===== config.mk =====
export PLATFORM = sky130hd
export DESIGN_NAME = anc_ram
export DESIGN_NICKNAME = d
export VERILOG_FILES = /design/src/rtl/anc_ram.sv
export SDC_FILE = /design/constraint.sdc
export NUM_CORES = 1
export LEC_CHECK = 0
export ABC_AREA = 1
export BUFFER_PORTS_ARGS = -buffer_cell sky130_fd_sc_hd__buf_2
export CAP_MARGIN = 20
export CELL_PAD_IN_SITES_DETAIL_PLACEMENT = 0
export CELL_PAD_IN_SITES_GLOBAL_PLACEMENT = 1
export CORE_MARGIN = 1
export CORE_UTILIZATION = 46
export CTS_CLUSTER_DIAMETER = 200
export DETAILED_ROUTE_END_ITERATION = 16
export PLACE_DENSITY_LB_ADDON = 0.1
export SLEW_MARGIN = 5
export SYNTH_ARGS = -nofsm -noshare
export SYNTH_HDL_FRONTEND = slang
export SYNTH_SLANG_ARGS = --single-unit
export TNS_END_PERCENT = 30

===== constraint.sdc =====
create_clock -name clk -period 2.7 [get_ports clk]
set_input_delay 0.27 -clock clk [delete_from_list [all_inputs] [get_ports clk]]
set_output_delay 0.27 -clock clk [all_outputs]
set_load 0.02 [all_outputs]

===== src/rtl/anc_ram.sv =====
// Generic single write port RAM with one registered read port.
// Depends on nothing.
module anc_ram #(
  parameter int WIDTH = 8,
  parameter int DEPTH = 64
) (
  input  logic                     clk,
  input  logic                     we,
  input  logic [$clog2(DEPTH)-1:0] waddr,
  input  logic [WIDTH-1:0]         wdata,
  input  logic [$clog2(DEPTH)-1:0] raddr,
  output logic [WIDTH-1:0]         rdata
);

  logic [WIDTH-1:0] mem [DEPTH];

  always_ff @(posedge clk) begin
    if (we) begin
      mem[waddr] <= wdata;
    end
    rdata <= mem[raddr];
  end

endmodule


==> summary.txt <==
Status: finished clean
Final RePlAce weighted congestion: 0.7943
Met3 Resource Use GR: 0.04458
CTS tree: done
Clock Tree Buf Depth: 3
Crit-path slowest cell: inv_8
Crit-path cells: clkbuf_8 -> inv_8 -> buf_12 -> buf_4 -> nand2_1 -> nand3_1 -> nand3_1 -> nand2_1 -> nand2_1 -> nand3_1 -> nand3_1 -> nand2_1
Worst r2r src: mem[19][3]
Synth Instances: 1805
GRT overflow: 0
Initial antenna violation count: 2
Final wirelength: 56.33 mm
Reg area: 0.01553 sq mm
Yosys reg bits: 520
Nets: 1910
CTS root buf: clkbuf_16
P_leak: 8.825 nW
Synth warn: 0
Synth Flop Type: edfxtp_1
Sequential area share after synthesis: 0.7280
Vias in the first global route: 13090
Max Slew Vio Count: 0
Crit path launch: raddr[0]
Mapped Area: 0.02134 sq mm
MaxCap Viol Count: 0
Core area: 0.04558 sq mm
Placed insts: 2433
Clock transition at path regs: 0.06 ns
Post-CTS Resized: 0
CTS Hold Bufs: 0
Layout cells sized above 1: 0.1105
Fillers: 3952
Ports: 30
Hold path start: raddr[5]
Post-Synth XOR/XNOR Area: 0
Postcts setup bufs: 0
Iter 0 DRT Violations: 1205
H-tree levels: 2
Fin. Hold Viols: 0
CP Max Fanout: 47
Crit share post-route: 0.6004
Die Y-Extent: 217.4 microns
DRC Markers: 0
Endpoints failing setup: 0
Req. time, crit path: 3.24 ns
Max_slew headroom: 0.3251
Leading area contributor after synthesis: edfxtp_1
Worst Hold Class: in -> reg
Mux cell area share after synthesis: 0
Crit path max-delay family: buffers and inverters
Post-DR wirelength/cell: 22.27 microns
Max stage delay on crit path: 0.29 ns
Final min period: 1.621 ns
Syn avg cell area: 11.82 sq um
Pin count of the biggest net entering global routing: 89
Power Density: 708.7 mW/mm^2
Die area: 0.04725 sq mm
Clk_skew: 0.02309 ns
Row Count: 78
Fmax: 616.9 MHz
Clock buffer count from CTS: 53
Post-Layout Cell Count: 2529
WP data arrival: 2.16 ns
WP buf/inv: 4
Global-route wire length before repair: 83.97 mm
Synth top area cells: edfxtp_1 (72%), nand2_1 (11%), nand3_1 (10%)
Vias/cell: 5.428
VDD IR max: 0.4462 mV
Grt peak-use layer: met2
Synth Area in Compound Gates: 0
Setup CP Type: in -> reg
RSZ-0062 raised after global routing: false
Top-count cell post-synth: nand2_1
Synth async-reset ratio: 0
GRT met1 Usage: 0.3418
Post-DP HPWL: 33.62 mm
Via count: 13728
Crit start category: input port
Number of port buffers: 29
Remaining antenna violation count: 0
Multi-input gate area: 0.004946 sq mm
Initial Util: 0.4682
Post-synth EDFFs: 512
Syn nets: 1827
GRT Total Usage: 0.2428
Setup TNS: 0 ns
Synth Area in Simple Gates: 0.2318
Largest family of logic cells by synthesized area: simple AND/OR/NAND/NOR gates
GR Util met2: 0.3933
Worst-margin pin slew: 1.012 ns
Synth top cells by count: nand2_1 (648), edfxtp_1 (512), nand3_1 (439), nor2_1 (56), buf_2 (37)
Clk sinks: 520
Setup crit end kind: flip-flop
Adder-cell share of the synthesized area: 0
Chip Width: 217.4 microns
Post-synth cell types: 16
Skew-Pair Late Insertion Delay: 0.60 ns
Pre-antenna DRT Iters: 5
Share of the synthesized area in the top cell type: 0.7205
Syn-to-layout area delta: 13.12%
-- logic make-up after synthesis --
family	after synthesis
AND/OR/NAND/NOR	1160
flip-flops	520
buffers and inverters	125
-- path summary, 6_finish.rpt --
check                           depth (start not counted)        to  slack (ns)
worst max-delay path                                   12  rdata[0]        1.08
worst min-delay path                                    3  rdata[0]        0.09
worst max register to register                          8  rdata[3]        1.29
worst min register to register                          8  rdata[0]        0.80
-- power by group --
| part | internal (mW) | leakage (nW) | switching [mW] |
|---|---|---|---|
| combinational | 0.293 | 3.35 | 0.810 |
| sequential | 8.93 | 4.67 | 0.0267 |
| clock | 4.06 | 0.804 | 2.98 |
-- cell usage in the layout (no fill, tap or decap) --
cell type   synthesis  layout
dfxtp_1             8       8
buf_12              0      16
buf_2              37      27
inv_8               0       1
nand3_1           439     439
clkbuf_16           0      55
bufinv_16           0       4
inv_6               1       1
inv_1              10       9
buf_4              14      97
clkbuf_1           15       8
edfxtp_1          512     512
clkinv_1            0      18
nand4_1             9       9
nor2_1             56      56
inv_4               0       1
clkbuf_8            0       1
diode_2             0       1
clkinv_2            0       7
inv_2               1       1
nand2_1           648     648
clkinvlp_4          0       2
nor4_1              8       8
-- worst register-to-register path: cells and delay by family, from the launching register on --
family | cells | cell delay [ns]
DFF | 1 | 0.37
and+or+nand+nor | 8 | 0.96
-- sequential cells by signal, summed over array words and instances, names as in the netlist --
name and flops:
mem 512, rdata 8
-- metrics by stage --
stage	area (sq um)	worst slack (ns)	total power [mW]	utilization	hold WS [ns]
global route	24140	0.9826	17.66	0.5296	0.07464
global placement	22480	0.4538	10.24	0.4933	0.6971
detailed placement	22480	0.4565	10.24	0.4933	0.6943
finish	24140	1.079	17.11	0.5296	0.08524
CTS	24140	1.091	17.28	0.5296	0.04832
floorplan	21340	0.6639	9.768	-	0.3689
-- area by class of cell --
type                            instances  share of cell area
Clock buffer                           63             0.05826
Tap cell                              600             0.03110
Antenna cell                            1           0.0001037
Clock inverter                         32             0.01021
Multi-Input combinational cell       1160              0.2049
Inverter                               12            0.002281
Timing Repair Buffer                  141             0.04960
Sequential cell                       520              0.6435
-- layer usage --
metal  vias to the layer above  routed length, microns
met4                         4                     924
met2                       353                   27060
met1                      6792                   24960
li1                       6514                       -
met5                         -                      31
met3                        65                    3356
Power figures use the tool's default switching activity.
