**src/rtl/anc_pkg.sv**
```systemverilog
// Shared types, constants and helper functions for the ARP neighbour cache.
// Used by every module of the block but anc_ram; depends on nothing.
package anc_pkg;

  localparam int ENTRIES     = 64;
  localparam int BUCKETS     = 32;
  localparam int HANDLE_BITS = 8;
  localparam int IDX_W       = $clog2(ENTRIES);
  localparam int BKT_W       = (BUCKETS > 1) ? $clog2(BUCKETS) : 1;
  localparam int MAX_RES     = 64;
  localparam int RES_CNT_W   = $clog2(MAX_RES + 1);
  localparam int PADDR_W     = 4;

  localparam logic [2:0] OP_RESOLVE = 3'd0;
  localparam logic [2:0] OP_ADVERT  = 3'd1;
  localparam logic [2:0] OP_ADD     = 3'd2;
  localparam logic [2:0] OP_DELETE  = 3'd3;
  localparam logic [2:0] OP_TICK    = 3'd4;

  localparam logic [2:0] ST_NONE       = 3'd0;
  localparam logic [2:0] ST_INCOMPLETE = 3'd1;
  localparam logic [2:0] ST_REACHABLE  = 3'd2;
  localparam logic [2:0] ST_STALE      = 3'd3;
  localparam logic [2:0] ST_PROBE      = 3'd4;

  localparam logic [2:0] K_SEND     = 3'd0;
  localparam logic [2:0] K_HELD     = 3'd1;
  localparam logic [2:0] K_DROP     = 3'd2;
  localparam logic [2:0] K_REQ      = 3'd3;
  localparam logic [2:0] K_OK       = 3'd4;
  localparam logic [2:0] K_NOTFOUND = 3'd5;
  localparam logic [2:0] K_FULL     = 3'd6;

  localparam logic [1:0] CFG_REACHABLE  = 2'd0;
  localparam logic [1:0] CFG_RETRANS    = 2'd1;
  localparam logic [1:0] CFG_MAX_PROBES = 2'd2;

  typedef struct packed {
    logic [2:0]             op;
    logic [31:0]            next_hop_ip;
    logic [47:0]            mac_addr;
    logic                   is_advert;
    logic                   solicited;
    logic                   override;
    logic [HANDLE_BITS-1:0] pkt_handle;
  } anc_req_t;

  typedef struct packed {
    logic [2:0]             kind;
    logic [HANDLE_BITS-1:0] pkt_handle_res;
    logic [47:0]            mac_addr_res;
    logic [31:0]            target_ip;
    logic                   last;
  } anc_rsp_t;

  typedef struct packed {
    logic [31:0]            ip;
    logic [47:0]            mac;
    logic [2:0]             state;
    logic                   admin;
    logic [3:0]             probes;
    logic [31:0]            confirmed;
    logic [15:0]            retrans;
    logic                   held_valid;
    logic [HANDLE_BITS-1:0] held_handle;
  } slot_rec_t;

  typedef enum logic [2:0] {
    CS_IDLE,
    CS_SCAN_START,
    CS_SCAN,
    CS_POST1,
    CS_POST2,
    CS_FLUSH
  } ctrl_state_t;

  typedef struct packed {
    logic accept;
    logic scan_start;
    logic scan;
    logic post1;
    logic post2;
    logic flush;
  } anc_cmd_t;

  typedef struct packed {
    logic step_ok;
    logic scan_end;
    logic post_two;
    logic flush_ok;
  } anc_sts_t;

  function automatic logic [BKT_W-1:0] bucket_of(input logic [31:0] ip);
    logic [31:0] h;
    h = ip;
    h = h ^ (h >> 16);
    h = h ^ (h >> 8);
    h = h ^ (h >> 4);
    return BKT_W'(h % BUCKETS);
  endfunction

  function automatic anc_rsp_t mk_rsp(input logic [2:0] kind,
                                      input logic [HANDLE_BITS-1:0] handle,
                                      input logic [47:0] mac,
                                      input logic [31:0] ip);
    anc_rsp_t r;
    r.kind           = kind;
    r.pkt_handle_res = handle;
    r.mac_addr_res   = mac;
    r.target_ip      = ip;
    r.last           = 1'b0;
    return r;
  endfunction

endpackage

```
**src/rtl/anc_ctrl.sv**
```systemverilog
// Controller state machine of the neighbour cache: sequences accept, table scan,
// final update and result flush. Depends on anc_pkg.
module anc_ctrl import anc_pkg::*; (
  input  logic     clk,
  input  logic     rst,
  input  logic     req_valid,
  output logic     req_ready,
  input  anc_sts_t sts,
  output anc_cmd_t cmd
);

  ctrl_state_t state, state_next;

  always_ff @(posedge clk) begin
    if (rst) begin
      state <= CS_IDLE;
    end else begin
      state <= state_next;
    end
  end

  always_comb begin
    state_next = state;
    case (state)
      CS_IDLE: begin
        if (req_valid) state_next = CS_SCAN_START;
      end
      CS_SCAN_START: state_next = CS_SCAN;
      CS_SCAN: begin
        if (sts.step_ok && sts.scan_end) state_next = CS_POST1;
      end
      CS_POST1: begin
        if (sts.step_ok) state_next = sts.post_two ? CS_POST2 : CS_FLUSH;
      end
      CS_POST2: begin
        if (sts.step_ok) state_next = CS_FLUSH;
      end
      CS_FLUSH: begin
        if (sts.flush_ok) state_next = CS_IDLE;
      end
      default: state_next = CS_IDLE;
    endcase
  end

  always_comb begin
    cmd = '0;
    req_ready = 1'b0;
    case (state)
      CS_IDLE: begin
        req_ready  = 1'b1;
        cmd.accept = req_valid;
      end
      CS_SCAN_START: cmd.scan_start = 1'b1;
      CS_SCAN:       cmd.scan = 1'b1;
      CS_POST1:      cmd.post1 = 1'b1;
      CS_POST2:      cmd.post2 = 1'b1;
      CS_FLUSH:      cmd.flush = 1'b1;
      default:       cmd = '0;
    endcase
  end

endmodule

```
**config.mk**
```make
export PLATFORM = sky130hd
export DESIGN_NAME = anc_ctrl
export DESIGN_NICKNAME = d
export VERILOG_FILES = /design/src/rtl/anc_pkg.sv /design/src/rtl/anc_ctrl.sv
export SDC_FILE = /design/constraint.sdc
export NUM_CORES = 1
export LEC_CHECK = 0
export BUFFER_PORTS_ARGS = -buffer_cell sky130_fd_sc_hd__buf_2
export CORE_AREA = 2 2 39 41
export CTS_CLUSTER_DIAMETER = 80
export DETAILED_ROUTE_END_ITERATION = 7
export DIE_AREA = 0 0 41 43
export GPL_ROUTABILITY_DRIVEN = 0
export PLACE_DENSITY_LB_ADDON = 0.25
export SYNTH_ARGS = -nofsm -noshare
export SYNTH_HDL_FRONTEND = slang
export SYNTH_SLANG_ARGS = --single-unit
```
**constraint.sdc**
```tcl
create_clock -name clk -period 1 [get_ports clk]
set_input_delay 0.2 -clock clk [delete_from_list [all_inputs] [get_ports clk]]
set_output_delay 0.2 -clock clk [all_outputs]
set_load 0.02 [all_outputs]
```
==> results of run 1 <==
per-stage QoR:
step | total power, W | setup slack (ps) | std cells
after global routing | 0.000762 | -368 | 68
after detailed placement | 0.000439 | -289 | 62
after CTS | 0.000725 | -345 | 68
after floorplan | 0.000355 | -157 | 28
final | 0.000708 | -330 | 68
after global placement | 0.000437 | -249 | 62
power by group:
part | total (W) | leakage, nW | internal (W) | switching [W]
registers | 0.000164 | 0.0264 | 0.000137 | 0.0000267
logic | 0.000336 | 0.207 | 0.000193 | 0.000143
clock network | 0.000208 | 0.0150 | 0.000149 | 0.0000588
total | 0.000708 | 0.249 | 0.000480 | 0.000228
worst max-delay path by stage:
stage               slack, ps      from  depth (start not counted)       end
global route             -370  state[1]                          4    cmd[5]
CTS                      -340  state[1]                          3    cmd[0]
finish                   -330  state[1]                          3    cmd[0]
detailed placement       -290  state[0]                          3  state[0]
global placement         -250  state[0]                          3  state[0]
floorplan                -160  state[2]                          3    cmd[5]
layer usage:
metal	up-vias	GRT usage	routed length [um]
met5	-	0	0
met4	0	0.0800	0
met3	0	0.0209	46
met2	10	0.141	312
met1	123	0.129	320
li1	148	-	-
cell usage after synthesis:
cell / count / area (um^2)
and2b_1: 1 / 7.51
and3_1: 1 / 6.26
a221oi_2: 1 / 15.0
nor4_1: 1 / 6.26
a32oi_1: 2 / 17.5
nor3_1: 1 / 5.00
nand3b_4: 1 / 20.0
mux2i_1: 2 / 20.0
nor3b_1: 1 / 7.51
nor2b_4: 1 / 13.8
and2_1: 4 / 25.0
nor2_1: 2 / 7.51
nor2b_1: 1 / 6.26
buf_6: 2 / 22.5
nand2_1: 2 / 7.51
a21o_1: 1 / 7.51
dfxtp_1: 3 / 60.1
buf_4: 1 / 7.51
timing repair:
action                                  in CTS  in global routing
gates resized for setup                     16                  1
pin swaps                                    4                  0
endpoints found under the hold margin        0                  0
setup buffers                                2                  0
endpoints found under the setup margin      10                  9
cell type report:
class                           instances  share of cell area
Sequential cell                         3               0.140
Timing Repair Buffer                   23               0.351
Tap cell                               16              0.0407
Clock buffer                            4              0.0534
Multi-Input combinational cell         22               0.415
kinds of logic after synthesis:
group | after synthesis | share of synthesized area
AO/OA/AOI/OAI | 4 | 0.152
buffers and inverters | 3 | 0.114
flip-flops | 3 | 0.229
multiplexers | 2 | 0.0762
AND/OR/NAND/NOR | 16 | 0.429
==> impl_metrics.ini, run 1 <==
[outcome]
outcome = complete, but fails checks
violations = setup timing

[synth]
syn_area_um2 = 263
seq_area_frac_synth = 0.229
synthDistinctLibCells = 18
syn_area_per_cell_um2 = 9.38
synth_warnings = 0
ys_seq_elements = 3
synthesis.nets = 35
netlist_instances = 28

[pwr]
vdd_drop_max_mv = 0.497
power.leakage_nw = 0.249
power_density_nw_per_um2 = 1440

[job]
maxCapViolCount = 0

[final_layout]
fillers = 142
final_common_cell = buf_2
diodes = 0
largest_reg_flops = 3
regMostFlops = state
drive_gt1_frac = 0.750
seqCellArea_um2 = 68.8
mostFrequentLayoutCells = buf_2 (9), buf_4 (8), buf_6 (6), clkbuf_4 (3)
syn_to_final_growth_pct = 87.1
fin_area_um2 = 492
reg_top3 = state x3
nets = 60
final_util = 0.355
multi_input_area_um2 = 204

[clock_tree]
cts_buffers = 3
cts.sinks = 3
root_buffer = clkbuf_4
htreeDepth = 1
cts.reportedPaths.clkPinSlew_ps = 40
clock_path_buffers = 2
clock_latency_ps = 230
ctsHoldBuffers = 0
cts_tree = done

[timing]
hold_ws_ps = 159
hold_viol = 0
finalWorstSetupSlack_ps = -330
fin_crit_sh = 1.33
min_period_ps = 1330
tightest_slew_ps = 243
slew_viol_final = 0
fmax_ghz = 0.752
max_slew_margin = 0.838
finalSetupViolCount = 8
rsz0062_at_grt = true
finalSetupTns_ps = -2020
clock_skew_ps = 2.30

[die]
dieArea_um2 = 1760
fp.dieH_um = 43
num_rows = 14
ios = 14
start_util = 0.190
coreArea_um2 = 1380
die_w_um = 41

[place]
place_area_um2 = 407
portBuffers = 13

[critical_path]
cp_data_required_time_ps = 800
path_buf_inv = 1
end_kind = primary output
cp_max_fo = 5
crit_path_max_incr_delay_ps = 360
reg2reg_slack_ps = -150
reg2reg_to = state[0]
critPathTopFamily = simple AND/OR/NAND/NOR gates
critPathKind = register to primary output
cp_cell_sequence = and2b_1 > and2_2 > buf_2
reg2reg_depth = 5
start_kind = register
critPathArrivalTime_ps = 1130
rr_startpoint = state[2]
cpMaxStageDelayCell = dfxtp_2

[routing]
vias = 281
antenna_left = 0
drt-initial-drc-count = 2
drt-pass1-iter-count = 2
viasPerCell = 4.13
drc_errors = 0
totalWireLength_um = 680
wl_per_cell_um = 10.0

[grt]
track_usage = 0.101
grt_max_degree = 8
grt_pass1_wl_mm = 1.20
grt_antenna_before_repair = 0
grt_pass1_vias = 300
overflow = 0

[worst_hold_path]
whs_path_depth = 2
hold_class = input port to register
hold_end = state[0]
hp-start = rst
No activity file was read; power rests on OpenSTA's default activity.
==> inputs of run 2 (changes only) <==
--- a/config.mk
+++ b/config.mk
@@ -6,6 +6,8 @@
 export NUM_CORES = 1
 export LEC_CHECK = 0
 export BUFFER_PORTS_ARGS = -buffer_cell sky130_fd_sc_hd__buf_2
+export CELL_PAD_IN_SITES_DETAIL_PLACEMENT = 0
+export CELL_PAD_IN_SITES_GLOBAL_PLACEMENT = 1
 export CORE_AREA = 2 2 39 41
 export CTS_CLUSTER_DIAMETER = 80
 export DETAILED_ROUTE_END_ITERATION = 7
==> impl_metrics.ini, run 2 (synthesized netlist as in run 1, its figures left out) <==
[routing]
vias = 306
wl_per_cell_um = 11.0
drt-pass1-iter-count = 1
viasPerCell = 4.37
antenna_left = 0
totalWireLength_um = 770
drc_errors = 0
drt-initial-drc-count = 0

[place]
dpl.hpwl_um = 529
portBuffers = 13
place_area_um2 = 384
place_ws_ps = -229

[final_layout]
fin_area_um2 = 556
mostFrequentLayoutCells = buf_6 (10), buf_4 (8), buf_2 (7), clkbuf_4 (3)
nets = 62
diodes = 0
drive_gt1_frac = 0.852
largest_reg_flops = 3
syn_to_final_growth_pct = 111
reg_top3 = state x3
multi_input_area_um2 = 233
final_common_cell = buf_6
fillers = 149
regMostFlops = state
seqCellArea_um2 = 68.8

[outcome]
violations = setup timing
outcome = complete, but fails checks

[pwr]
internal_power_w = 0.000520
power_switching_w = 0.000257
vdd_drop_max_mv = 0.631
seqPwrFrac = 0.209
power.leakage_nw = 0.265
p_comb_frac = 0.520
power_density_nw_per_um2 = 1400
power_frac_clock = 0.271
p_sw_frac = 0.330

[die]
coreArea_um2 = 1380
dieArea_um2 = 1760
die_w_um = 41
fp.dieH_um = 43
num_rows = 14
ios = 14
start_util = 0.190

[timing]
finalSetupViolCount = 9
max_slew_margin = 0.867
fin_crit_sh = 1.27
hold_viol = 0
slew_viol_final = 0
fmax_ghz = 0.787
clock_skew_ps = 1.76
min_period_ps = 1270
rsz0062_at_grt = true
hold_ws_ps = 165
finalWorstSetupSlack_ps = -271
tightest_slew_ps = 194

[critical_path]
critPathArrivalTime_ps = 1070
end_kind = primary output
reg2reg_depth = 5
reg2reg_to = state[0]
crit_end = cmd[5]
cp_max_fo = 5
rr_startpoint = state[0]
start_kind = register
reg2reg_slack_ps = -190
critPathKind = register to primary output
setup.worst_path.start = state[1]
cp_data_required_time_ps = 800

[clock_tree]
cts_tree = done
cts_buffers = 3
clock_latency_ps = 230
htreeDepth = 1
root_buffer = clkbuf_4
cts.sinks = 3
cts.reportedPaths.clkPinSlew_ps = 40
clock_path_buffers = 2

[grt]
grt_antenna_before_repair = 0
grt_max_degree = 7
overflow = 0
grt_pass1_vias = 326
track_usage = 0.110
grt_pass1_wl_mm = 1.31

[worst_hold_path]
hold_class = input port to register

[job]
maxCapViolCount = 0
## run 2: cell count changes in the layout (fill, tap and decap cells not counted), sizes merged
cell	delta
buf	+2
## run 2: area by class of cell
cell class	instances	area share
multi-input combinational	22	0.419
sequential	3	0.124
tap	16	0.0360
timing repair buffer	25	0.374
clock buffer	4	0.0473
## run 2: worst max-delay path, cell delays in order (launching register included)
cell and delay [ps]:
dfxtp_2 320, buf_6 130, nor3_4 120, and2_4 160
buf_6 110
## run 2: worst min-delay path by stage
stage | from | end | slack (ps) | cells after the start
5_1_grt | rst | state[2] | 160 | 2
4_1_cts | rst | state[2] | 150 | 2
3_5_place_dp | rst | state[0] | 400 | 2
3_3_place_gp | rst | state[0] | 400 | 2
2_1_floorplan | rst | state[0] | 270 | 1
6_report | rst | state[0] | 160 | 2
## run 2: per-layer routing
metal | GRT usage | up-vias | routed length [um] | part of all wire
li1 | - | 151 | - | -
met1 | 0.118 | 144 | 309 | 0.40
met2 | 0.169 | 11 | 407 | 0.53
met3 | 0.0524 | 0 | 53 | 0.069
met4 | 0.0600 | 0 | 0 | 0
met5 | 0 | - | 0 | 0
## run 2: power by group through the flow
stage | Sequential [W] | Combinational, W | Clock [W]
global route | 0.000164 | 0.000431 | 0.000235
detailed placement | 0.000162 | 0.000274 | 0
global placement | 0.000162 | 0.000272 | 0
floorplan | 0.000142 | 0.000213 | 0
CTS | 0.000163 | 0.000383 | 0.000222
finish | 0.000163 | 0.000404 | 0.000210
## run 2: timing repair
item | 4_1_cts | 5_1_grt
endpoints found under the setup margin | 10 | 10
resized for setup | 25 | 3
pin swaps | 4 | 1
hold buffers | 0 | 0
endpoints found under the hold margin | 0 | 0
buffers inserted | 7 | 1
## run 2: through the flow
step / std cells / setup TNS [ps] / utilization / total power, W
2_1_floorplan: 28 / -254 / - / 0.000355
3_3_place_gp: 59 / -1290 / 0.278 / 0.000434
3_5_place_dp: 59 / -1270 / 0.278 / 0.000435
4_1_cts: 69 / -1900 / 0.385 / 0.000768
5_1_grt: 70 / -2320 / 0.401 / 0.000831
6_report: 70 / -1940 / 0.401 / 0.000777
==> inputs of run 3 (changes only) <==
--- a/config.mk
+++ b/config.mk
@@ -13,7 +13,7 @@
 export DETAILED_ROUTE_END_ITERATION = 7
 export DIE_AREA = 0 0 41 43
 export GPL_ROUTABILITY_DRIVEN = 0
-export PLACE_DENSITY_LB_ADDON = 0.25
+export PLACE_DENSITY_LB_ADDON = 0.1
 export SYNTH_ARGS = -nofsm -noshare
 export SYNTH_HDL_FRONTEND = slang
 export SYNTH_SLANG_ARGS = --single-unit
==> impl_metrics.ini, run 3 (synthesized netlist as in run 1, its figures left out) <==
[die]
start_util = 0.190
num_rows = 14
coreArea_um2 = 1380
ios = 14
fp.dieH_um = 43
die_w_um = 41
dieArea_um2 = 1760

[timing]
finalWorstSetupSlack_ps = -297
hold_viol = 0
fin_crit_sh = 1.30
tightest_slew_ps = 268
hold_ws_ps = 158
clock_skew_ps = 3.90
fmax_ghz = 0.771
min_period_ps = 1300
rsz0062_at_grt = true
max_slew_margin = 0.821
slew_viol_final = 0
finalSetupViolCount = 9

[place]
place_ws_ps = -267
placed_cells = 60
dpl.hpwl_um = 589
portBuffers = 13
place_area_um2 = 392

[grt]
grt_pass1_wl_mm = 1.38
grt_antenna_before_repair = 0
track_usage = 0.119
overflow = 0
grt_pass1_vias = 324
grt_max_degree = 7

[clock_tree]
cts_tree = done
cts.reportedPaths.clkPinSlew_ps = 40
root_buffer = clkbuf_4
cts.sinks = 3
clock_path_buffers = 2
clock_latency_ps = 230
cts_buffers = 3
htreeDepth = 1
ctsHoldBuffers = 0

[critical_path]
start_kind = register
critPathKind = register to primary output
cp_data_required_time_ps = 800
end_kind = primary output
reg2reg_to = state[0]
critPathTopFamily = flip-flops
cpMaxStageDelayCell = dfxtp_2
critPathArrivalTime_ps = 1100
cp_cell_sequence = buf_6 > nor3_4 > and2_4 > buf_6
cp.depth = 4
crit_top_cell = buf_6
reg2reg_slack_ps = -210
cp_max_fo = 5
reg2reg_depth = 5
rr_startpoint = state[2]
crit_path_max_incr_delay_ps = 320
path_buf_inv = 2

[final_layout]
largest_reg_flops = 3
nets = 62
instances_no_fill = 70
mostFrequentLayoutCells = buf_6 (11), buf_2 (7), buf_4 (7), and2_4 (4), clkbuf_4 (3)
final_common_cell = buf_6
reg_top3 = state x3
drive_gt1_frac = 0.815
fin_area_um2 = 554
syn_to_final_growth_pct = 111
diodes = 0
regMostFlops = state

[routing]
totalWireLength_um = 811
viasPerCell = 4.16
wl_per_cell_um = 11.6
drt-initial-drc-count = 5
antenna_left = 0
drc_errors = 0
drt-pass1-iter-count = 2
vias = 291

[pwr]
vdd_drop_max_mv = 0.401
power_frac_clock = 0.271
power_density_nw_per_um2 = 1380
power.leakage_nw = 0.268
seqPwrFrac = 0.214
p_comb_frac = 0.515
internal_power_w = 0.000513
power_switching_w = 0.000250
p_sw_frac = 0.328

[worst_hold_path]
hold_class = input port to register
hold_end = state[0]
whs_path_depth = 2
hp-start = rst

[outcome]
violations = setup timing
outcome = complete, but fails checks

[job]
maxCapViolCount = 0
-- run 3: cell counts in the layout (fill, tap and decap cells not counted) --
Identical to the previous run, type by type.
-- run 3: cell type report --
| type | count | area [um^2] |
|---|---|---|
| tap | 16 | 20.0 |
| sequential | 3 | 68.8 |
| fill | 145 | 830 |
| multi-input combinational | 22 | 228 |
| timing repair buffer | 25 | 211 |
| clock buffer | 4 | 26.3 |
-- run 3: per-layer routing --
metal / wire (um) / GRT usage / vias to the layer above
li1: - / - / 151
met1: 334 / 0.144 / 132
met2: 447 / 0.175 / 8
met3: 28 / 0.0209 / 0
met4: 0 / 0.0933 / 0
met5: 0 / 0 / -
-- run 3: worst max path at each step --
stage	startpoint	end
2_1_floorplan	state[2]	cmd[5]
3_3_place_gp	state[2]	cmd[0]
3_5_place_dp	state[2]	cmd[0]
4_1_cts	state[1]	cmd[5]
5_1_grt	state[0]	cmd[5]
6_report	state[1]	cmd[5]
-- run 3: stage by stage --
step / setup TNS [ps] / total power (W) / utilization
floorplan: -254 / 0.000355 / -
global placement: -1140 / 0.000445 / 0.283
detailed placement: -1350 / 0.000448 / 0.283
CTS: -1990 / 0.000768 / 0.395
global route: -2370 / 0.000814 / 0.401
finish: -1970 / 0.000763 / 0.401
-- run 3: power groups by stage --
stage | logic (W) | clock network (W) | registers [W]
detailed placement | 0.000290 | 0 | 0.000158
global route | 0.000424 | 0.000224 | 0.000166
CTS | 0.000389 | 0.000216 | 0.000163
finish | 0.000393 | 0.000207 | 0.000163
global placement | 0.000286 | 0 | 0.000159
floorplan | 0.000213 | 0 | 0.000142
-- run 3: what timing repair did --
item | in CTS | in global routing
resized for setup | 28 | 2
setup buffers | 6 | 0
endpoints found under the setup margin | 9 | 10
pin swaps | 6 | 3
