<file path="config.mk">
export PLATFORM = sky130hd
export DESIGN_NAME = anc_dp
export DESIGN_NICKNAME = d
export VERILOG_FILES = /design/src/rtl/anc_pkg.sv /design/src/rtl/anc_dp.sv
export SDC_FILE = /design/constraint.sdc
export NUM_CORES = 2
export LEC_CHECK = 0
export ABC_AREA = 0
export ABC_CLOCK_PERIOD_IN_PS = 11200
export BUFFER_PORTS_ARGS = -buffer_cell sky130_fd_sc_hd__buf_2
export CAP_MARGIN = 40
export CORE_AREA = 5 5 276 278
export DETAILED_ROUTE_END_ITERATION = 10
export DIE_AREA = 0 0 281 283
export PLACE_DENSITY = 0.89
export SKIP_CTS_REPAIR_TIMING = 1
export SYNTH_ARGS = -nofsm -noshare
export SYNTH_HDL_FRONTEND = slang
export SYNTH_SLANG_ARGS = --single-unit
</file>
<file path="constraint.sdc">
create_clock -name clk -period 11.2 [get_ports clk]
set_clock_uncertainty 0.1 [all_clocks]
set_input_delay 0.56 -clock clk [delete_from_list [all_inputs] [get_ports clk]]
set_output_delay 0.56 -clock clk [all_outputs]
set_load 0.02 [all_outputs]
</file>
<file path="src/rtl/anc_pkg.sv">
// Shared types, constants and helper functions for the ARP neighbour cache.
// Used by every module of the block but anc_ram; depends on nothing.
package anc_pkg;

  localparam int ENTRIES     = 64;
  localparam int BUCKETS     = 32;
  localparam int HANDLE_BITS = 8;
  localparam int IDX_W       = $clog2(ENTRIES);
  localparam int BKT_W       = (BUCKETS > 1) ? $clog2(BUCKETS) : 1;
  localparam int MAX_RES     = 64;
  localparam int RES_CNT_W   = $clog2(MAX_RES + 1);
  localparam int PADDR_W     = 4;

  localparam logic [2:0] OP_RESOLVE = 3'd0;
  localparam logic [2:0] OP_ADVERT  = 3'd1;
  localparam logic [2:0] OP_ADD     = 3'd2;
  localparam logic [2:0] OP_DELETE  = 3'd3;
  localparam logic [2:0] OP_TICK    = 3'd4;

  localparam logic [2:0] ST_NONE       = 3'd0;
  localparam logic [2:0] ST_INCOMPLETE = 3'd1;
  localparam logic [2:0] ST_REACHABLE  = 3'd2;
  localparam logic [2:0] ST_STALE      = 3'd3;
  localparam logic [2:0] ST_PROBE      = 3'd4;

  localparam logic [2:0] K_SEND     = 3'd0;
  localparam logic [2:0] K_HELD     = 3'd1;
  localparam logic [2:0] K_DROP     = 3'd2;
  localparam logic [2:0] K_REQ      = 3'd3;
  localparam logic [2:0] K_OK       = 3'd4;
  localparam logic [2:0] K_NOTFOUND = 3'd5;
  localparam logic [2:0] K_FULL     = 3'd6;

  localparam logic [1:0] CFG_REACHABLE  = 2'd0;
  localparam logic [1:0] CFG_RETRANS    = 2'd1;
  localparam logic [1:0] CFG_MAX_PROBES = 2'd2;

  typedef struct packed {
    logic [2:0]             op;
    logic [31:0]            next_hop_ip;
    logic [47:0]            mac_addr;
    logic                   is_advert;
    logic                   solicited;
    logic                   override;
    logic [HANDLE_BITS-1:0] pkt_handle;
  } anc_req_t;

  typedef struct packed {
    logic [2:0]             kind;
    logic [HANDLE_BITS-1:0] pkt_handle_res;
    logic [47:0]            mac_addr_res;
    logic [31:0]            target_ip;
    logic                   last;
  } anc_rsp_t;

  typedef struct packed {
    logic [31:0]            ip;
    logic [47:0]            mac;
    logic [2:0]             state;
    logic                   admin;
    logic [3:0]             probes;
    logic [31:0]            confirmed;
    logic [15:0]            retrans;
    logic                   held_valid;
    logic [HANDLE_BITS-1:0] held_handle;
  } slot_rec_t;

  typedef enum logic [2:0] {
    CS_IDLE,
    CS_SCAN_START,
    CS_SCAN,
    CS_POST1,
    CS_POST2,
    CS_FLUSH
  } ctrl_state_t;

  typedef struct packed {
    logic accept;
    logic scan_start;
    logic scan;
    logic post1;
    logic post2;
    logic flush;
  } anc_cmd_t;

  typedef struct packed {
    logic step_ok;
    logic scan_end;
    logic post_two;
    logic flush_ok;
  } anc_sts_t;

  function automatic logic [BKT_W-1:0] bucket_of(input logic [31:0] ip);
    logic [31:0] h;
    h = ip;
    h = h ^ (h >> 16);
    h = h ^ (h >> 8);
    h = h ^ (h >> 4);
    return BKT_W'(h % BUCKETS);
  endfunction

  function automatic anc_rsp_t mk_rsp(input logic [2:0] kind,
                                      input logic [HANDLE_BITS-1:0] handle,
                                      input logic [47:0] mac,
                                      input logic [31:0] ip);
    anc_rsp_t r;
    r.kind           = kind;
    r.pkt_handle_res = handle;
    r.mac_addr_res   = mac;
    r.target_ip      = ip;
    r.last           = 1'b0;
    return r;
  endfunction

endpackage

</file>
<file path="src/rtl/anc_dp.sv">
// Datapath of the neighbour cache: configuration registers, valid bits, slot scan,
// final slot update and the result staging registers. Depends on anc_pkg.
module anc_dp import anc_pkg::*; (
  input  logic                 clk,
  input  logic                 rst,
  input  anc_req_t             req_data,
  output anc_rsp_t             rsp_data,
  output logic                 rsp_valid,
  input  logic                 rsp_ready,
  input  logic                 psel,
  input  logic                 penable,
  input  logic                 pwrite,
  input  logic [PADDR_W-1:0]   paddr,
  input  logic [31:0]          pwdata,
  output logic [31:0]          prdata,
  input  anc_cmd_t             cmd,
  output anc_sts_t             sts,
  output logic                 ram_we,
  output logic [IDX_W-1:0]     ram_waddr,
  output slot_rec_t            ram_wdata,
  output logic [IDX_W-1:0]     ram_raddr,
  input  slot_rec_t            ram_rdata
);

  logic [31:0] reachable_ticks;
  logic [15:0] retrans_ticks;
  logic [3:0]  max_probes;
  logic [31:0] now_ticks;
  logic [ENTRIES-1:0] slot_valid;

  anc_req_t   req_q;
  logic [BKT_W-1:0] req_bkt;
  logic [IDX_W-1:0] cur;
  logic       m_found, f_found;
  logic [IDX_W-1:0] m_idx, f_idx;
  slot_rec_t  m_rec;
  anc_rsp_t   e2_q;
  anc_rsp_t   pend;
  logic       pend_valid;
  logic [RES_CNT_W-1:0] res_cnt;

  logic [15:0] load_val;
  logic        cfg_wr;

  slot_rec_t  s_rec;
  logic       s_v, s_we, s_emit;
  anc_rsp_t   s_item;

  slot_rec_t  p_rec, n_rec;
  logic [IDX_W-1:0] p_idx;
  logic       p_we, p_vset, p_vclr;
  logic       e1v, e2v;
  anc_rsp_t   e1, e2;
  logic [2:0] st;
  logic       same;

  logic       step_active, emit_req, capped, emit_now, can_push, step_ok, go;
  anc_rsp_t   emit_item;

  assign load_val = (retrans_ticks == 16'd0) ? 16'd1 : retrans_ticks;
  assign cfg_wr   = psel && penable && pwrite;

  always_ff @(posedge clk) begin
    if (rst) begin
      reachable_ticks <= 32'd30000;
      retrans_ticks   <= 16'd1000;
      max_probes      <= 4'd3;
    end else if (cfg_wr) begin
      case (paddr[3:2])
        CFG_REACHABLE:  reachable_ticks <= pwdata;
        CFG_RETRANS:    retrans_ticks <= pwdata[15:0];
        CFG_MAX_PROBES: max_probes <= pwdata[3:0];
        default: ;
      endcase
    end
  end

  always_comb begin
    case (paddr[3:2])
      CFG_REACHABLE:  prdata = reachable_ticks;
      CFG_RETRANS:    prdata = {16'd0, retrans_ticks};
      CFG_MAX_PROBES: prdata = {28'd0, max_probes};
      default:        prdata = 32'd0;
    endcase
  end

  assign step_active = cmd.scan || cmd.post1 || cmd.post2;
  assign capped      = (res_cnt == RES_CNT_W'(MAX_RES));
  assign can_push    = !rsp_valid || rsp_ready;

  always_comb begin
    s_rec  = ram_rdata;
    s_v    = slot_valid[cur];
    s_we   = 1'b0;
    s_emit = 1'b0;
    s_item = '0;
    case (req_q.op)
      OP_TICK: begin
        if (slot_valid[cur] && ram_rdata.retrans != 16'd0) begin
          s_we = 1'b1;
          s_rec.retrans = ram_rdata.retrans - 16'd1;
          if (s_rec.retrans == 16'd0 &&
              (ram_rdata.state == ST_INCOMPLETE || ram_rdata.state == ST_PROBE)) begin
            if (ram_rdata.probes >= max_probes) begin
              s_v    = 1'b0;
              s_emit = ram_rdata.held_valid;
              s_item = mk_rsp(K_DROP, ram_rdata.held_handle, 48'd0, 32'd0);
            end else begin
              if (ram_rdata.probes != 4'hF) s_rec.probes = ram_rdata.probes + 4'd1;
              s_rec.retrans = load_val;
              s_emit = 1'b1;
              s_item = mk_rsp(K_REQ, '0, 48'd0, ram_rdata.ip);
            end
          end
        end
      end
      OP_RESOLVE: begin
        if (slot_valid[cur] && bucket_of(ram_rdata.ip) == req_bkt) begin
          s_we = 1'b1;
          if (ram_rdata.state == ST_REACHABLE && !ram_rdata.admin &&
              (now_ticks - ram_rdata.confirmed) > reachable_ticks) begin
            s_rec.state = ST_STALE;
          end
          if (ram_rdata.ip != req_q.next_hop_ip && s_rec.state == ST_STALE) begin
            s_v    = 1'b0;
            s_emit = ram_rdata.held_valid;
            s_item = mk_rsp(K_DROP, ram_rdata.held_handle, 48'd0, 32'd0);
          end
        end
      end
      default: ;
    endcase
  end

  always_comb begin
    p_we   = 1'b0;
    p_vset = 1'b0;
    p_vclr = 1'b0;
    p_idx  = m_idx;
    p_rec  = m_rec;
    e1v    = 1'b0;
    e2v    = 1'b0;
    e1     = '0;
    e2     = '0;
    n_rec  = '0;
    n_rec.ip = req_q.next_hop_ip;
    st     = m_rec.state;
    same   = (m_rec.mac == req_q.mac_addr);
    if (m_rec.state == ST_REACHABLE && !m_rec.admin &&
        (now_ticks - m_rec.confirmed) > reachable_ticks) begin
      st = ST_STALE;
    end
    case (req_q.op)
      OP_RESOLVE: begin
        if (m_found) begin
          if (m_rec.state == ST_INCOMPLETE) begin
            p_we = 1'b1;
            p_rec.held_valid  = 1'b1;
            p_rec.held_handle = req_q.pkt_handle;
            e1v = 1'b1;
            if (m_rec.held_valid) begin
              e1  = mk_rsp(K_DROP, m_rec.held_handle, 48'd0, 32'd0);
              e2v = 1'b1;
              e2  = mk_rsp(K_HELD, req_q.pkt_handle, 48'd0, 32'd0);
            end else begin
              e1  = mk_rsp(K_HELD, req_q.pkt_handle, 48'd0, 32'd0);
            end
          end else begin
            e1v = 1'b1;
            e1  = mk_rsp(K_SEND, req_q.pkt_handle, m_rec.mac, 32'd0);
            if (m_rec.state == ST_STALE) begin
              p_we = 1'b1;
              p_rec.state = ST_PROBE;
              if (m_rec.retrans == 16'd0) begin
                if (m_rec.probes != 4'hF) p_rec.probes = m_rec.probes + 4'd1;
                p_rec.retrans = load_val;
                e2v = 1'b1;
                e2  = mk_rsp(K_REQ, '0, 48'd0, m_rec.ip);
              end
            end
          end
        end else if (f_found) begin
          p_idx  = f_idx;
          p_we   = 1'b1;
          p_vset = 1'b1;
          p_rec  = n_rec;
          p_rec.state       = ST_INCOMPLETE;
          p_rec.held_valid  = 1'b1;
          p_rec.held_handle = req_q.pkt_handle;
          p_rec.probes      = 4'd1;
          p_rec.retrans     = load_val;
          e1v = 1'b1;
          e1  = mk_rsp(K_HELD, req_q.pkt_handle, 48'd0, 32'd0);
          e2v = 1'b1;
          e2  = mk_rsp(K_REQ, '0, 48'd0, req_q.next_hop_ip);
        end else begin
          e1v = 1'b1;
          e1  = mk_rsp(K_DROP, req_q.pkt_handle, 48'd0, 32'd0);
        end
      end
      OP_ADVERT: begin
        if (!req_q.mac_addr[40]) begin
          if (!m_found) begin
            if (!req_q.is_advert && f_found) begin
              p_idx  = f_idx;
              p_we   = 1'b1;
              p_vset = 1'b1;
              p_rec  = n_rec;
              p_rec.mac   = req_q.mac_addr;
              p_rec.state = ST_STALE;
            end
          end else begin
            p_we = 1'b1;
            p_rec.state = st;
            if (!req_q.is_advert) begin
              if (st == ST_INCOMPLETE || !same) begin
                p_rec.mac   = req_q.mac_addr;
                p_rec.state = ST_STALE;
              end
              if (st == ST_INCOMPLETE && m_rec.held_valid) begin
                p_rec.held_valid = 1'b0;
                e1v = 1'b1;
                e1  = mk_rsp(K_SEND, m_rec.held_handle, req_q.mac_addr, 32'd0);
              end
            end else if (st == ST_INCOMPLETE) begin
              p_rec.mac = req_q.mac_addr;
              if (m_rec.held_valid) begin
                p_rec.held_valid = 1'b0;
                e1v = 1'b1;
                e1  = mk_rsp(K_SEND, m_rec.held_handle, req_q.mac_addr, 32'd0);
              end
              if (req_q.solicited) begin
                p_rec.state     = ST_REACHABLE;
                p_rec.retrans   = 16'd0;
                p_rec.confirmed = now_ticks;
                p_rec.probes    = 4'd0;
              end else begin
                p_rec.state = ST_STALE;
              end
            end else if (!req_q.override) begin
              if (same) begin
                if (req_q.solicited) begin
                  p_rec.state     = ST_REACHABLE;
                  p_rec.retrans   = 16'd0;
                  p_rec.confirmed = now_ticks;
                  p_rec.probes    = 4'd0;
                end
              end else if (st == ST_REACHABLE) begin
                p_rec.state = ST_STALE;
              end
            end else begin
              p_rec.mac = req_q.mac_addr;
              if (req_q.solicited) begin
                p_rec.state     = ST_REACHABLE;
                p_rec.retrans   = 16'd0;
                p_rec.confirmed = now_ticks;
                p_rec.probes    = 4'd0;
              end else if (!same) begin
                p_rec.state = ST_STALE;
              end
            end
          end
        end
      end
      OP_ADD: begin
        e1v = 1'b1;
        if (m_found) begin
          p_we = 1'b1;
          p_rec.admin = 1'b1;
          e1 = mk_rsp(K_OK, '0, 48'd0, 32'd0);
        end else if (f_found) begin
          p_idx  = f_idx;
          p_we   = 1'b1;
          p_vset = 1'b1;
          p_rec  = n_rec;
          p_rec.admin     = 1'b1;
          p_rec.mac       = req_q.mac_addr;
          p_rec.state     = ST_REACHABLE;
          p_rec.confirmed = now_ticks;
          e1 = mk_rsp(K_OK, '0, 48'd0, 32'd0);
        end else begin
          e1 = mk_rsp(K_FULL, '0, 48'd0, 32'd0);
        end
      end
      OP_DELETE: begin
        e1v = 1'b1;
        if (m_found) begin
          p_vclr = 1'b1;
          if (m_rec.held_valid) begin
            e1  = mk_rsp(K_DROP, m_rec.held_handle, 48'd0, 32'd0);
            e2v = 1'b1;
            e2  = mk_rsp(K_OK, '0, 48'd0, 32'd0);
          end else begin
            e1  = mk_rsp(K_OK, '0, 48'd0, 32'd0);
          end
        end else begin
          e1 = mk_rsp(K_NOTFOUND, '0, 48'd0, 32'd0);
        end
      end
      default: ;
    endcase
  end

  always_comb begin
    emit_req  = 1'b0;
    emit_item = '0;
    if (cmd.scan) begin
      emit_req  = s_emit;
      emit_item = s_item;
    end else if (cmd.post1) begin
      emit_req  = e1v;
      emit_item = e1;
    end else if (cmd.post2) begin
      emit_req  = 1'b1;
      emit_item = e2_q;
    end
  end

  assign emit_now = step_active && emit_req && !capped;
  assign step_ok  = !emit_now || !pend_valid || can_push;
  assign go       = step_active && step_ok;

  assign sts.step_ok  = step_ok;
  assign sts.scan_end = (cur == IDX_W'(ENTRIES - 1));
  assign sts.post_two = e2v;
  assign sts.flush_ok = !pend_valid || can_push;

  assign ram_raddr = (cmd.scan && go) ? cur + IDX_W'(1) : (cmd.scan ? cur : '0);
  assign ram_we    = (cmd.scan && go && s_we) || (cmd.post1 && go && p_we);
  assign ram_waddr = cmd.scan ? cur : p_idx;
  assign ram_wdata = cmd.scan ? s_rec : p_rec;

  always_ff @(posedge clk) begin
    if (cmd.accept) begin
      req_q   <= req_data;
      req_bkt <= bucket_of(req_data.next_hop_ip);
    end
    if (cmd.scan_start) begin
      cur <= '0;
    end else if (cmd.scan && go) begin
      cur <= cur + IDX_W'(1);
    end
    if (cmd.scan && go && !m_found && s_v && s_rec.ip == req_q.next_hop_ip) begin
      m_idx <= cur;
      m_rec <= s_rec;
    end
    if (cmd.scan && go && !f_found && !s_v) begin
      f_idx <= cur;
    end
    if (cmd.post1 && go) begin
      e2_q <= e2;
    end
    if (go && emit_now) begin
      pend <= emit_item;
    end
  end

  always_ff @(posedge clk) begin
    if (rst) begin
      now_ticks  <= 32'd0;
      slot_valid <= '0;
      m_found    <= 1'b0;
      f_found    <= 1'b0;
      pend_valid <= 1'b0;
      res_cnt    <= '0;
    end else begin
      if (cmd.accept) begin
        res_cnt <= '0;
        if (req_data.op == OP_TICK) now_ticks <= now_ticks + 32'd1;
      end
      if (cmd.scan_start) begin
        m_found <= 1'b0;
        f_found <= 1'b0;
      end
      if (cmd.scan && go) begin
        slot_valid[cur] <= s_v;
        if (s_v && s_rec.ip == req_q.next_hop_ip) m_found <= 1'b1;
        if (!s_v) f_found <= 1'b1;
      end
      if (cmd.post1 && go) begin
        if (p_vset) slot_valid[p_idx] <= 1'b1;
        if (p_vclr) slot_valid[p_idx] <= 1'b0;
      end
      if (go && emit_now) begin
        pend_valid <= 1'b1;
        res_cnt    <= res_cnt + RES_CNT_W'(1);
      end else if (cmd.flush && pend_valid && can_push) begin
        pend_valid <= 1'b0;
      end
    end
  end

  always_ff @(posedge clk) begin
    if (rst) begin
      rsp_valid <= 1'b0;
    end else if ((go && emit_now && pend_valid) || (cmd.flush && pend_valid && can_push)) begin
      rsp_valid <= 1'b1;
    end else if (rsp_ready) begin
      rsp_valid <= 1'b0;
    end
  end

  always_ff @(posedge clk) begin
    if (go && emit_now && pend_valid) begin
      rsp_data <= {pend.kind, pend.pkt_handle_res, pend.mac_addr_res, pend.target_ip, 1'b0};
    end else if (cmd.flush && pend_valid && can_push) begin
      rsp_data <= {pend.kind, pend.pkt_handle_res, pend.mac_addr_res, pend.target_ip, 1'b1};
    end
  end

endmodule

</file>
==> run_results.csv <==
group,metric,value,unit
critical_path,reg2reg_slack,2760,ps
power_and_ir_drop,p_leak,17.4,nW
critical_path,crit_path_start_kind,"register",
global_routing,grt-ovfl-total,0,
final_layout,seq_area,0.0178,mm^2
yosys,yosys.area_share.simple,17.7,%
placement,gp_congestion,0.981,
yosys,syn_area,0.0384,mm^2
global_routing,grtUsageMet1,40.8,%
clock_network,numCtsBuffers,72,
detailed_routing,firstDrtPassIters,9,
timing,tns,0,ps
yosys,ys_async_sr_fraction,0,%
clock_network,cts.sinks,647,
final_layout,multi_input_area,0.0191,mm^2
yosys,synth-xor-area-share,5.10,%
placement,io_buffer_count,571,
yosys,yosys_register_bits,647,
global_routing,busiest_layer,"met2",
clock_network,cts_buffer_depth,3,
yosys,ys_warn_count,0,
placement,hpwl,98900,um
critical_path,cp_max_fo,89,
yosys,syn_inst,4016,
worst_hold_path,hold_class,"in -> reg",
floorplan,core,0.0737,mm^2
detailed_routing,vias,37083,
timing,hold_violations,0,
yosys,synth_compound_area_share,18.9,%
timing,setup_viol,0,
final_layout,final_cells,5568,
global_routing,grt_first_pass_wirelength,208000,um
timing,hold_slack,10.1,ps
yosys,synth_fa_ha_area_share,4.60,%
floorplan,fp.dieArea,0.0795,mm^2
critical_path,path_class,"reg -> out",
floorplan,die_x,281,um
detailed_routing,via_per_inst,6.66,
power_and_ir_drop,p_per_area,131,mW/mm^2
detailed_routing,ant_nets,0,
yosys,synth_nets,4443,
critical_path,critPathCaptureType,"output pin",
clock_network,cts_tree,"built",
detailed_routing,wl_per_cell,25.7,um
power_and_ir_drop,finalPower,5.92,mW
run,maxCapViolations,0,
yosys,synth_enable_flop_cells,481,
timing,period_needed,8960,ps
global_routing,grt_antenna_before_repair,41,
clock_network,cts_root_buffer,"clkbuf_16",
yosys,synth.distinct_cells,86,
global_routing,grt_max_degree,113,
yosys,synthFlopType,"edfxtp_1",
timing,period_share,80.0,%
outcome,status,"finished, final reports clean",
yosys,synth.mux.area_fraction,3.14,%
timing,grt_setup_unrepaired,"no",
timing,worst_slew_pin_slew,1010,ps
timing,drv_slew,0,
detailed_routing,drt_iter0_markers,6192,
yosys,yosysSeqAreaShare,46.3,%
critical_path,arrival,8300,ps
floorplan,rows,100,
global_routing,grt_pass1_vias,34377,
global_routing,met2_usage,52.3,%
detailed_routing,drc,0,
yosys,synth_top_family_by_area,"compound AO/OA/AOI/OAI gates",
placement,place_ws,2800,ps
global_routing,met3_usage,10.3,%
placement,dpl.cell_count,5357,
final_layout,fin_nets,4939,
timing,clock.fmax,0.112,GHz
final_layout,drive_gt1_share,18.2,%
timing,worst_slack,2240,ps
clock_network,htree_levels,3,
timing,relSlewSlack,32.1,%
detailed_routing,drt_wl_total,143000,um
critical_path,cp.required,10540,ps
final_layout,synthToLayoutAreaGrowth,17.7,%
floorplan,die_h,283,um
clock_network,path_clk_slew,60,ps
power_and_ir_drop,ir_drop,0.160,mV
yosys,syn_area_per_cell,9.56,um^2
floorplan,start_util,52.1,%
clock_network,clk-insertion-delay-late,650,ps
floorplan,io_pins,574,
final_layout,fillers,5701,
global_routing,grt_use_total,33.3,%
[sequential cells by signal (all words and copies together) (netlist names), 4 cells and up]
| register | cells |
|---|---|
| e2_q | 43 |
| f_idx | 6 |
| pend | 91 |
| retrans_ticks | 16 |
| cur | 6 |
| now_ticks | 32 |
| max_probes | 4 |
| res_cnt | 7 |
| m_idx | 6 |
| slot_valid | 64 |
| n_rec | 32 |
| m_rec | 145 |
| rsp_data | 92 |
| req_q | 62 |
| reachable_ticks | 32 |
| req_bkt | 5 |
[kinds of logic after synthesis]
| group | count (synthesis) |
|---|---|
| flops | 647 |
| compound gates | 1090 |
| xor+xnor | 222 |
| simple gates | 1383 |
| fa+ha+maj | 140 |
| mux | 109 |
| buf+inv | 425 |
[power breakdown]
part	switching, mW	internal, mW
clock network	1.05	1.34
registers	0.0620	2.66
logic	0.539	0.273
[stage by stage]
stage	instance area (um^2)	utilization [%]
3_5_place_dp	42300	57.4
6_report	45200	61.3
5_1_grt	45200	61.3
2_1_floorplan	38400	-
4_1_cts	44600	60.6
3_3_place_gp	42000	56.9
[cell usage in the layout, fill, tap and decap left out, drive strengths merged, types with 111 or more instances in the layout]
cell type,Yosys,layout
buf,34,646
edfxtp,481,481
nand2,439,439
o21ai,305,305
nor2,262,262
a21oi,195,195
dfxtp,166,166
inv,152,153
ha,138,138
nor3,127,127
xnor2,122,122
a22oi,111,111
[worst paths after layout]
| check | cells past startpoint | end | start |
|---|---|---|---|
| max | 23 | sts[3] | now_ticks[0] |
| min | 1 | req_q[12] | req_data[12] |
| max reg2reg | 23 | pend[16] | now_ticks[0] |
| min reg2reg | 2 | reachable_ticks[28] | reachable_ticks[28] |
[routing by layer]
metal	share of wire (%)	up-vias
li1	-	16036
met4	7.5	30
met3	13	715
met2	45	3040
met1	34	17262
met5	0.14	-
[synth_stat cells, types with 14 or more instances]
cell type / count / share of area, %
edfxtp_1: 481 / 38
nand2_1: 439 / 4.3
o21ai_0: 300 / 3.9
nor2_1: 262 / 2.6
clkbuf_1: 239 / 2.3
a21oi_1: 195 / 2.5
dfxtp_1: 166 / 8.7
inv_1: 151 / 1.5
ha_1: 138 / 4.5
nor3_1: 127 / 1.7
xnor2_1: 122 / 2.8
a22oi_1: 111 / 2.2
and2_1: 102 / 1.7
xor2_1: 99 / 2.3
nand4_1: 98 / 1.6
nand3_1: 95 / 1.2
mux2i_1: 88 / 2.3
a22o_1: 77 / 1.8
a31oi_1: 63 / 1.0
a21o_1: 42 / 0.82
nor4_1: 42 / 0.68
and3_1: 40 / 0.65
o31ai_1: 39 / 0.76
or3_1: 33 / 0.54
nand2b_1: 31 / 0.51
a311oi_1: 30 / 0.68
o211ai_1: 24 / 0.47
o21a_1: 24 / 0.47
a221o_1: 22 / 0.57
a211oi_1: 20 / 0.39
nand3b_1: 20 / 0.39
or4_1: 20 / 0.39
nor2b_1: 18 / 0.29
a41o_1: 17 / 0.44
a32oi_1: 15 / 0.34
buf_1: 15 / 0.15
buf_2: 14 / 0.18
or2_2: 14 / 0.23
[final cells by class]
cell class | count | area share (%)
well taps | 969 | 2.68
inverters | 152 | 1.27
clock buffers | 99 | 4.32
flip-flops and latches | 647 | 39.3
multi-input cells | 2944 | 42.3
clock inverters | 31 | 0.853
diodes | 31 | 0.172
repair buffers | 695 | 9.04
[worst max-delay path, cell delays in order, from the launching register on]
cell and delay, ps:
dfxtp_1 370, inv_1 120, ha_1 170, inv_1 50, fa_1 390, a21oi_1 160, o21ai_0 180, a21oi_1 330
o211ai_1 190, a31oi_1 300, o2111ai_1 230, a211oi_1 460, o31ai_1 150, xor2_1 190, ha_1 310, nand4_1 170
nor4_1 830, a2111oi_0 320, buf_4 230, nor4_2 710, o211a_4 860, buf_4 600, nor2_1 110, buf_2 200
Power figures use the tool's default switching activity.
